## config.mk

```make
export PLATFORM = sky130hd
export DESIGN_NAME = reversible_deque
export DESIGN_NICKNAME = d
export VERILOG_FILES = /design/src/rtl/rdq_pkg.sv /design/src/rtl/rdq_ctrl.sv /design/src/rtl/rdq_datapath.sv /design/src/rtl/reversible_deque.sv
export SDC_FILE = /design/constraint.sdc
export NUM_CORES = 1
export LEC_CHECK = 0
export ABC_AREA = 0
export BUFFER_PORTS_ARGS = -buffer_cell sky130_fd_sc_hd__buf_2
export CELL_PAD_IN_SITES_DETAIL_PLACEMENT = 2
export CELL_PAD_IN_SITES_GLOBAL_PLACEMENT = 2
export CORE_UTILIZATION = 35
export CTS_CLUSTER_SIZE = 25
export DETAILED_ROUTE_END_ITERATION = 6
export HOLD_SLACK_MARGIN = 0.06
export PLACE_DENSITY = 0.69
export SKIP_LAST_GASP = 1
export SLEW_MARGIN = 20
export SYNTH_ARGS = -nofsm -noshare
export SYNTH_HDL_FRONTEND = slang
export SYNTH_SLANG_ARGS = --single-unit
```

## constraint.sdc

```tcl
create_clock -name clk -period 6.6 [get_ports clk]
set_input_delay 1.32 -clock clk [delete_from_list [all_inputs] [get_ports clk]]
set_output_delay 1.32 -clock clk [all_outputs]
set_load 0.01 [all_outputs]
```

## src/rtl/rdq_pkg.sv

```systemverilog
// Shared types for the reversible deque: command codes, controller states,
// and the command/status structs between controller and datapath.
// No dependencies.
`default_nettype none

package rdq_pkg;

	localparam int unsigned WORD_W = 32;
	localparam int unsigned CMD_W  = 3;
	localparam int unsigned CNT_W  = 5;

	typedef enum logic [CMD_W-1:0] {
		CMD_QUERY      = 3'd0,
		CMD_PUSH_BACK  = 3'd1,
		CMD_PUSH_FRONT = 3'd2,
		CMD_POP_BACK   = 3'd3,
		CMD_POP_FRONT  = 3'd4,
		CMD_TOGGLE     = 3'd5
	} cmd_t;

	typedef enum logic [1:0] {
		ST_IDLE,
		ST_READ,
		ST_LOAD
	} state_t;

	// controller -> datapath
	typedef struct packed {
		logic accept;  // execute the input word this cycle
		logic rd_en;   // read head and tail entries of the ring
		logic load;    // load the result register
	} ctl_cmd_t;

	// datapath -> controller
	typedef struct packed {
		logic out_free;  // result register empty or being taken
	} dp_stat_t;

endpackage

`default_nettype wire

```

## src/rtl/rdq_ctrl.sv

```systemverilog
// Sequencing state machine for the reversible deque.
// Depends on rdq_pkg.
`default_nettype none

module rdq_ctrl (
	input  logic              clk,
	input  logic              arst_n,
	input  logic              in_valid,
	output logic              in_stall,
	input  rdq_pkg::dp_stat_t stat,
	output rdq_pkg::ctl_cmd_t ctl
);

	rdq_pkg::state_t state_q;
	rdq_pkg::state_t state_d;

	always_ff @(posedge clk or negedge arst_n) begin
		if (!arst_n) begin
			state_q <= rdq_pkg::ST_IDLE;
		end else begin
			state_q <= state_d;
		end
	end

	always_comb begin
		state_d    = state_q;
		in_stall   = 1'b1;
		ctl.accept = 1'b0;
		ctl.rd_en  = 1'b0;
		ctl.load   = 1'b0;
		unique case (state_q)
			rdq_pkg::ST_IDLE: begin
				in_stall   = 1'b0;
				ctl.accept = in_valid;
				if (in_valid) begin
					state_d = rdq_pkg::ST_READ;
				end
			end
			rdq_pkg::ST_READ: begin
				ctl.rd_en = 1'b1;
				state_d   = rdq_pkg::ST_LOAD;
			end
			rdq_pkg::ST_LOAD: begin
				// hold the read data until the result register frees up
				if (stat.out_free) begin
					ctl.load = 1'b1;
					state_d  = rdq_pkg::ST_IDLE;
				end
			end
			default: begin
				state_d = rdq_pkg::ST_IDLE;
			end
		endcase
	end

`ifndef SYNTHESIS
	a_accept_to_read: assert property (@(posedge clk) disable iff (!arst_n)
		ctl.accept |=> state_q == rdq_pkg::ST_READ)
		else $error("accept not followed by read");

	a_read_to_load: assert property (@(posedge clk) disable iff (!arst_n)
		ctl.rd_en |=> state_q == rdq_pkg::ST_LOAD)
		else $error("read not followed by load state");

	a_load_needs_room: assert property (@(posedge clk) disable iff (!arst_n)
		ctl.load |-> stat.out_free)
		else $error("result loaded while register busy");
`endif

endmodule

`default_nettype wire

```

## src/rtl/rdq_datapath.sv

```systemverilog
// Ring store, pointers, reverse flag and result register of the deque.
// Depends on rdq_pkg; driven by rdq_ctrl.
`default_nettype none

module rdq_datapath #(
	parameter int unsigned DEPTH = 16
) (
	input  logic                                  clk,
	input  logic                                  arst_n,
	input  rdq_pkg::ctl_cmd_t                     ctl,
	output rdq_pkg::dp_stat_t                     stat,
	input  logic [rdq_pkg::CMD_W-1:0]             command,
	input  logic signed [rdq_pkg::WORD_W-1:0]     value,
	output logic                                  out_valid,
	input  logic                                  out_stall,
	output logic signed [rdq_pkg::WORD_W-1:0]     front_value,
	output logic signed [rdq_pkg::WORD_W-1:0]     back_value,
	output logic [rdq_pkg::CNT_W-1:0]             count,
	output logic                                  error
);

	localparam int unsigned AW = $clog2(DEPTH);
	localparam int unsigned OW = $clog2(DEPTH + 1);
	localparam int unsigned SW = OW + 1;

	logic [rdq_pkg::WORD_W-1:0] ring_mem [DEPTH];

	logic [AW-1:0] head_q;
	logic [OW-1:0] occ_q;
	logic          rev_q;
	logic          err_q;

	logic [rdq_pkg::WORD_W-1:0] rd_head_q;
	logic [rdq_pkg::WORD_W-1:0] rd_tail_q;

	logic                              out_valid_q;
	logic [rdq_pkg::WORD_W-1:0]        front_q;
	logic [rdq_pkg::WORD_W-1:0]        back_q;
	logic [rdq_pkg::CNT_W-1:0]         count_q;
	logic                              error_q;

	rdq_pkg::cmd_t cmd;
	logic          is_push;
	logic          is_pop;
	logic          at_head;
	logic          full;
	logic          empty;
	logic          ok;
	logic [AW-1:0] head_dec;
	logic [AW-1:0] head_inc;
	logic [SW-1:0] end_sum;
	logic [AW-1:0] end_idx;
	logic [SW-1:0] tail_sum;
	logic [AW-1:0] tail_idx;

	assign cmd   = rdq_pkg::cmd_t'(command);
	assign full  = (occ_q == OW'(DEPTH));
	assign empty = (occ_q == '0);

	always_comb begin
		is_push = (cmd == rdq_pkg::CMD_PUSH_BACK) || (cmd == rdq_pkg::CMD_PUSH_FRONT);
		is_pop  = (cmd == rdq_pkg::CMD_POP_BACK) || (cmd == rdq_pkg::CMD_POP_FRONT);
		// reverse flag swaps which physical end a front/back command touches
		at_head = ((cmd == rdq_pkg::CMD_PUSH_FRONT) || (cmd == rdq_pkg::CMD_POP_FRONT)) ^ rev_q;
		if (is_push) begin
			ok = !full;
		end else if (is_pop) begin
			ok = !empty;
		end else begin
			ok = 1'b1;
		end
	end

	// modular pointer arithmetic, DEPTH need not be a power of two
	assign head_dec = (head_q == '0) ? AW'(DEPTH - 1) : head_q - AW'(1);
	assign head_inc = (head_q == AW'(DEPTH - 1)) ? '0 : head_q + AW'(1);

	always_comb begin
		end_sum = SW'(head_q) + SW'(occ_q);
		if (end_sum >= SW'(DEPTH)) begin
			end_idx = AW'(end_sum - SW'(DEPTH));
		end else begin
			end_idx = AW'(end_sum);
		end
		tail_sum = end_sum - SW'(1);
		if (empty) begin
			tail_idx = head_q;
		end else if (tail_sum >= SW'(DEPTH)) begin
			tail_idx = AW'(tail_sum - SW'(DEPTH));
		end else begin
			tail_idx = AW'(tail_sum);
		end
	end

	always_ff @(posedge clk or negedge arst_n) begin
		if (!arst_n) begin
			head_q <= '0;
			occ_q  <= '0;
			rev_q  <= 1'b0;
		end else if (ctl.accept) begin
			if (cmd == rdq_pkg::CMD_TOGGLE) begin
				rev_q <= ~rev_q;
			end
			if (ok && is_push) begin
				occ_q <= occ_q + OW'(1);
				if (at_head) begin
					head_q <= head_dec;
				end
			end
			if (ok && is_pop) begin
				occ_q <= occ_q - OW'(1);
				if (at_head) begin
					head_q <= head_inc;
				end
			end
		end
	end

	always_ff @(posedge clk) begin
		if (ctl.accept) begin
			err_q <= !ok;
		end
	end

	// ring store: one write port, two registered read ports
	always_ff @(posedge clk) begin
		if (ctl.accept && ok && is_push) begin
			ring_mem[at_head ? head_dec : end_idx] <= value;
		end
	end

	always_ff @(posedge clk) begin
		if (ctl.rd_en) begin
			rd_head_q <= ring_mem[head_q];
			rd_tail_q <= ring_mem[tail_idx];
		end
	end

	// result register
	assign stat.out_free = !out_valid_q || !out_stall;

	always_ff @(posedge clk or negedge arst_n) begin
		if (!arst_n) begin
			out_valid_q <= 1'b0;
		end else if (ctl.load) begin
			out_valid_q <= 1'b1;
		end else if (!out_stall) begin
			out_valid_q <= 1'b0;
		end
	end

	always_ff @(posedge clk) begin
		if (ctl.load) begin
			if (empty) begin
				front_q <= '1;
				back_q  <= '1;
			end else begin
				front_q <= rev_q ? rd_tail_q : rd_head_q;
				back_q  <= rev_q ? rd_head_q : rd_tail_q;
			end
			count_q <= rdq_pkg::CNT_W'(occ_q);
			error_q <= err_q;
		end
	end

	assign out_valid   = out_valid_q;
	assign front_value = front_q;
	assign back_value  = back_q;
	assign count       = count_q;
	assign error       = error_q;

`ifndef SYNTHESIS
	a_occ_bounded: assert property (@(posedge clk) disable iff (!arst_n)
		occ_q <= OW'(DEPTH))
		else $error("occupancy above depth");

	a_head_in_range: assert property (@(posedge clk) disable iff (!arst_n)
		head_q <= AW'(DEPTH - 1))
		else $error("head pointer out of range");

	a_valid_from_load: assert property (@(posedge clk) disable iff (!arst_n)
		$rose(out_valid_q) |-> $past(ctl.load))
		else $error("result valid without load");
`endif

endmodule

`default_nettype wire

```

## src/rtl/reversible_deque.sv

```systemverilog
// Reversible deque: ring of DEPTH signed words with an O(1) reverse flag.
// The accepting edge executes the command, the ring read registers both
// ends, and the result register is loaded once it is free. A new command
// waits (in_stall) until the last one has passed its result load.
// Reset clears head pointer, count, reverse flag and control; the ring
// contents are not cleared and only occupied entries ever reach the result.
`default_nettype none

module reversible_deque #(
	parameter int unsigned DEPTH = 16
) (
	input  logic                              clk,
	input  logic                              arst_n,
	input  logic                              in_valid,
	output logic                              in_stall,
	input  logic [rdq_pkg::CMD_W-1:0]         command,
	input  logic signed [rdq_pkg::WORD_W-1:0] value,
	output logic                              out_valid,
	input  logic                              out_stall,
	output logic signed [rdq_pkg::WORD_W-1:0] front_value,
	output logic signed [rdq_pkg::WORD_W-1:0] back_value,
	output logic [rdq_pkg::CNT_W-1:0]         count,
	output logic                              error
);

	rdq_pkg::ctl_cmd_t ctl;
	rdq_pkg::dp_stat_t stat;

	rdq_ctrl u_ctrl (
		.clk      (clk),
		.arst_n   (arst_n),
		.in_valid (in_valid),
		.in_stall (in_stall),
		.stat     (stat),
		.ctl      (ctl)
	);

	rdq_datapath #(
		.DEPTH (DEPTH)
	) u_datapath (
		.clk         (clk),
		.arst_n      (arst_n),
		.ctl         (ctl),
		.stat        (stat),
		.command     (command),
		.value       (value),
		.out_valid   (out_valid),
		.out_stall   (out_stall),
		.front_value (front_value),
		.back_value  (back_value),
		.count       (count),
		.error       (error)
	);

endmodule

`default_nettype wire

```

; Word level (Yosys, flattened, before mapping)
; Memory sizes are Yosys's and may differ from the RTL's. A register that Yosys moved wholly into a read port is not among the register bits.
; Cells that the tools add are included.
[totals]
in_bits = 39
elab_cells = 83
ramBits = 512
output_inout_bits = 72
n_memories = 1
register_bits = 84
[classes]
mux = 28
n_reduce_logical = 20
bitwise_logic = 2
n_addsub = 8
n_eq_ne = 12
n_lt_le_gt_ge = 2
[memory_table]
columns = memory, depth, width, rd, rd_ports_with_merged_regs, wr, line
row1 = u_datapath.ring_mem, 16, 32, 2, 2, 1, rdq_datapath.sv:26  ; logic [rdq_pkg::WORD_W-1:0] ring_mem [DEPTH];
[op_table]
columns = cell, count
row1 = $mux 32, 2
row2 = $mux 4, 10
row3 = $ge 6x5->1 const B, 2
row4 = $sub 4x1->4 const B, 3
row5 = $mux 1, 11
row6 = $mux 5, 2
row7 = $add 4x5->6, 1
row8 = $eq 3x2->1 const B, 2
row9 = $eq 3x3->1 const B, 2
row10 = $pmux 2 s3, 1
row11 = $reduce_and 2->1, 3
row12 = $sub 6x1->6 const B, 1
row13 = $add 5x1->5 const B, 1
row14 = $eq 5x5->1 const B, 1
row15 = $logic_not 1->1, 5
row16 = $logic_not 5->1, 1
row17 = $sub 5x1->5 const B, 1
row18 = $add 4x1->4 const B, 1
row19 = $eq 4x4->1 const B, 1
row20 = $logic_and 1x1->1, 4
row21 = $logic_not 4->1, 1
row22 = $logic_or 1x1->1, 4
row23 = $mux 2, 2
row24 = $ne 2x2->1 const B, 2
row25 = 8 further kinds, 8

; Depth between registers and ports, before layout
[depth]
word_depth = 8
mapped_depth = 12
ltp_nobuf = 10

; Hierarchy
; Synthesis repeated with hierarchy kept, for this count alone.
[hier_totals]
hier_cells = 1901
hier_area_um2 = 30415.4
[modules_own_cells]
columns = module, instances, seq_area_each_um2, area_per_inst_um2, cells_each
row1 = rdq_datapath, 1, 19703.9, 30309.1, 1890
row2 = rdq_ctrl, 1, 50.0, 106.4, 11

; Least setup slack after synthesis
; No wires, ideal clock.
[synth_path]
path_kind = input-to-reg
startpoint = in command[1] (netlist bit)
endpoint = mem u_datapath.ring_mem[4][0] (netlist bit), enable pin
t_required_ps = 6139
setup_ps = 461
n_path_buf = 1
arrival_time_ps = 4925
setup_slack_ps = 1214
stages = 6
path_cell_list = clkbuf_1 > xnor2_1 > or3_1 > nand2_1 > mux2_2 > nor3_1
[synth_via]
elab_chain_len = 8
word_cells_on_any_way = 15
cone_classes = eq/ne: 4 / mux: 5 / bitwise: 1 / reduce/logical: 5
[synth_rtl]
columns = item, line
row1 = from (decl), reversible_deque.sv:16  ; input logic [rdq_pkg::CMD_W-1:0] command,
row2 = $eq 3x2->1 / $eq 3x3->1 (equally long branches), "rdq_datapath.sv:62, rdq_datapath.sv:64"
row3 = $logic_or 1x1->1, rdq_datapath.sv:62  ; is_pop = (cmd == rdq_pkg::CMD_POP_BACK) || (cmd == rdq_pkg::CMD_POP_FRONT);
row4 = $mux 1, rdq_datapath.sv:67  ; end else if (is_pop) begin
row5 = $mux 1, rdq_datapath.sv:65  ; if (is_push) begin
row6 = $logic_and 1x1->1 (2 in series), rdq_datapath.sv:127  ; if (ctl.accept && ok && is_push) begin
row7 = $mux 1, rdq_datapath.sv:127
row8 = $mux 1, rdq_datapath.sv:128  ; ring_mem[at_head ? head_dec : end_idx] <= value;
row9 = to (decl), rdq_datapath.sv:26
; Several ways; a longest one is shown, not always the timed one.

; Worst setup path in the final report
[layout_path]
startpoint = reg u_datapath.head_q[0]
endpoint = reg u_datapath.rd_tail_q[11] (netlist bit) (read register of u_datapath.ring_mem), data pin
[layout_via]
elab_chain_len = 5
word_cells_on_any_way = 6
cone_classes = add/sub: 3 / order compare: 1 / mux: 2
[layout_rtl]
columns = item, line
row1 = from (decl), rdq_datapath.sv:28  ; logic [AW-1:0] head_q;
row2 = from (signal assigned), rdq_datapath.sv:113  ; head_q <= head_inc;
row3 = $add 4x5->6, rdq_datapath.sv:79  ; end_sum = SW'(head_q) + SW'(occ_q);
row4 = $sub 6x1->6, rdq_datapath.sv:85  ; tail_sum = end_sum - SW'(1);
row5 = $ge 6x5->1 / $sub 4x1->4 (equally long branches), "rdq_datapath.sv:88, rdq_datapath.sv:89"
row6 = $mux 4, rdq_datapath.sv:88  ; end else if (tail_sum >= SW'(DEPTH)) begin
row7 = $mux 4 *, rdq_datapath.sv:86  ; if (empty) begin
row8 = to (decl), rdq_datapath.sv:34  ; logic [rdq_pkg::WORD_W-1:0] rd_tail_q;
; Mark *: on every way between the ends. The rest lies on a longest branch, timed or not.
; A chain may end at the register's enable or synchronous reset.

==> Implementation_results.wiki <==
{| class="wikitable"
! Metric !! Value
|-
| Commonest cells after routing, fill and taps aside || 647 x edfxtp_1, 206 x o21ai_0, 193 x mux4_2
|-
| Worst-Skew Late Latency || 0.63 ns
|-
| Worst Setup Path Type || reg -> reg
|-
| First element of the critical path || u_datapath.head_q[0]
|-
| Sum Neg Setup Slack || 0 ns
|-
| Post-route cell area || 35100 um2
|-
| Gate Count Post-Synth || 1935
|-
| Count of unresolved DRC violations after routing || 0
|-
| Clock root cell || clkbuf_16
|-
| Count of final max-slew check failures || 0
|-
| Top-area cell type share of the netlist area || 63.1%
|-
| Clock tree from TritonCTS || done
|-
| Final Routed Wirelength || 105000 um
|-
| Data required, critical path || 6.97 ns
|-
| Antenna-violating nets left || 0
|-
| Number of buffers created by CTS || 75
|-
| CTS max path bufs || 3
|-
| Initial antenna violation count || 6
|-
| Reg-to-reg critical path startpoint || u_datapath.head_q[0]
|-
| Register bit total from synthesis || 660
|-
| Nets || 2038
|-
| Clock slew seen by the registers of the worst setup and hold paths || 0.06 ns
|-
| Share of post-route cells with drive strength above 1 || 24.7%
|-
| Data arrival time at the worst-slack endpoint || 5.00 ns
|-
| Cell family with the largest share of critical-path delay || adder cells
|-
| Worst slew pin tran || 1.17 ns
|-
| Depth of the worst register-to-register path || 9
|-
| Type of the worst min-delay path || reg -> reg
|-
| Synthesis-to-layout area growth || 13.9%
|-
| Element type at the critical path end || register
|-
| Final number of setup-violating endpoints || 0
|-
| Slowest cell on crit path || dfrtp_4
|-
| H-tree Lvls || 3
|-
| Wire length on met2 || 50600 um
|-
| Min Clock Period, post-route || 4.63 ns
|-
| Number of library cell types mapped by synthesis || 57
|-
| F_max || 0.216 GHz
|-
| Post-CTS setup buffer count || 0
|-
| Die Height || 299 um
|-
| Number of vias per cell after detailed routing || 6.39
|-
| Buf+Inv Stages, Crit Path || 1
|-
| Number of maximum-capacitance constraint violations || 0
|-
| Biggest cell delay along the critical path || 0.92 ns
|-
| Die area || 89200 um2
|-
| Average cell area after synthesis || 15.9 um2
|-
| Number of input and output port buffers inserted || 110
|-
| Post-Synthesis Net Count || 1982
|-
| Most area-hungry cell type in the Yosys netlist || edfxtp_1
|-
| Resized Gates After CTS || 0
|-
| Setup repair after global routing missed its margin || no
|-
| GPL Wtd Cong || 0.780
|-
| Count of final hold-check violations || 0
|-
| All-layer global routing usage || 23.3%
|-
| Sequential fraction of the synthesis area || 64.1%
|-
| Via count of the first global-routing pass || 22060
|-
| Mapped cell area || 30800 um2
|-
| Global-route wire length before repair || 153000 um
|-
| Placed instance area || 32700 um2
|-
| Instance count on the critical path || 9
|-
| Detail Placement HPWL || 57600 um
|-
| Ports placed on the boundary || 111
|-
| Count of yosys warnings during synthesis || 0
|-
| TritonCTS sink count || 660
|-
| List of cells traversed by the critical path || ha_1 > inv_1 > fa_1 > ha_1 > a21o_2 > nand2_8 > a211oi_1 > o21ai_0 > and4b_1
|-
| Initial Utilization || 35.4%
|-
| Topmost layer with routed signal wires || met5
|-
| Maximum number of pins on one net before global-route repair || 155
|-
| Result of the run || finished clean
|-
| Number of flops mapped to enable cells by yosys || 647
|-
| Core region area || 87000 um2
|-
| Share of synthesized flip-flops with an asynchronous set or reset || 1.97%
|-
| Horizontal extent of the die || 299 um
|-
| Worst Path Max Fanout || 107
|-
| Slew margin rel. || 21.5%
|-
| Number of search-and-repair iterations in the first detailed-routing pass || 5
|-
| Routed wirelength normalized by instance count || 32.6 um
|-
| Main synth FF type || edfxtp_1
|-
| Wire length on met3 || 7100 um
|-
| Via count || 20469
|-
| Number of buffers added to fix hold violations after cts || 0
|-
| Period Utilization, post-route || 70.1%
|-
| Endpoint of the lowest-slack register-to-register path || u_datapath.rd_tail_q[11]
|-
| DRT met1 WL || 43800 um
|-
| Worst setup path endpoint || u_datapath.rd_tail_q[11]
|-
| GRT Residual Overflow || 0
|-
| Most common library cell in the layout ignoring fill and taps || edfxtp_1
|-
| Register-to-register setup slack || 1.97 ns
|-
| Startpoint Class || register
|-
| Site row count || 108
|-
| Cell types occupying the most area after synthesis || edfxtp_1 63%, mux4_2 14%, o21ai_0 3.3%
|-
| Worst clock skew on the final layout || 0.0254 ns
|-
| Fill cells || 8372
|-
| Worst hold slack after final layout || 0.418 ns
|-
| Detailed Route Iter0 Violations || 2178
|-
| Most frequent cell on the critical path || ha_1
|}
-- layout make-up --
class | instances | area [um2] | area share, %
Timing Repair Buffer | 169 | 1020 | 2.92
Antenna cell | 2 | 5.00 | 0.0143
Clock buffer | 99 | 2040 | 5.82
Sequential cell | 660 | 19800 | 56.4
Tap cell | 1155 | 1450 | 4.12
Multi-Input combinational cell | 1046 | 10300 | 29.4
Clock inverter | 34 | 322 | 0.917
Inverter | 39 | 146 | 0.417
-- worst reg2reg max path, stage by stage (launching register included) --
cell	delay, ns
dfrtp_4	0.92
ha_1	0.34
inv_1	0.07
fa_1	0.52
ha_1	0.38
a21o_2	0.52
nand2_8	0.70
a211oi_1	0.53
o21ai_0	0.13
and4b_1	0.28
-- per-layer routing --
| metal | vias up | global-route usage (%) |
|---|---|---|
| met5 | - | 0 |
| met4 | 4 | 8.23 |
| met3 | 185 | 3.53 |
| met2 | 911 | 38.1 |
| met1 | 11148 | 31.8 |
| li1 | 8221 | - |
-- worst min path at each step --
stage	startpoint	endpoint	slack (ns)	cells after the start
after floorplan	u_datapath.err_q	u_datapath.error	0.40	0
after global placement	u_datapath.err_q	u_datapath.error	0.40	0
after detailed placement	u_datapath.err_q	u_datapath.error	0.41	0
after CTS	u_datapath.err_q	u_datapath.error	0.42	0
after global routing	u_datapath.err_q	u_datapath.error	0.44	0
final	u_datapath.err_q	u_datapath.error	0.42	0
-- state kept, by name, indices dropped and copies added (netlist names), 2 cells and up --
| register | count |
|---|---|
| u_datapath.front_value | 32 |
| u_datapath.count | 5 |
| u_datapath.head_q | 4 |
| u_datapath.rd_head_q | 32 |
| u_datapath.ring_mem | 512 |
| u_datapath.occ_q | 5 |
| u_ctrl.state_q | 2 |
| u_datapath.rd_tail_q | 32 |
| u_datapath.back_value | 32 |
-- cells in the mapped netlist (5+ instances only) --
library cell	count
edfxtp_1	647
xnor2_1	10
buf_1	25
o211ai_1	26
o22ai_1	9
a21oi_1	16
nand3_1	58
inv_1	37
a311oi_1	80
mux2i_1	65
and3_1	33
clkbuf_1	124
nand2_1	82
and4b_1	5
nor2_1	18
dfrtp_1	13
ha_1	7
buf_2	34
a32oi_1	83
o21ai_0	206
a211oi_1	31
a22oi_1	53
nor3_1	21
mux4_2	193
-- through the flow --
step / cells / setup WS, ns / utilization (%)
finish: 3204 / 1.97 / 40.3
CTS: 3202 / 1.98 / 40.3
global placement: 3069 / 2.13 / 37.6
detailed placement: 3069 / 2.01 / 37.6
floorplan: 1935 / 1.21 / -
global route: 3202 / 1.81 / 40.3
-- kinds of logic (layout without fill, tap and decap cells) --
kind of cell	Yosys count	count (layout)	share of synthesized area, %
other cells	0	2	0
xor+xnor	17	17	0.622
mux	262	262	16.4
buf+inv	229	341	3.05
compound gates	519	519	11.5
fa+ha+maj	8	8	0.349
simple gates	240	240	3.96
flops	660	660	64.1
Power is not shown: default switching activity piles up to over one toggle a cycle in this logic, so the estimate is an artifact.
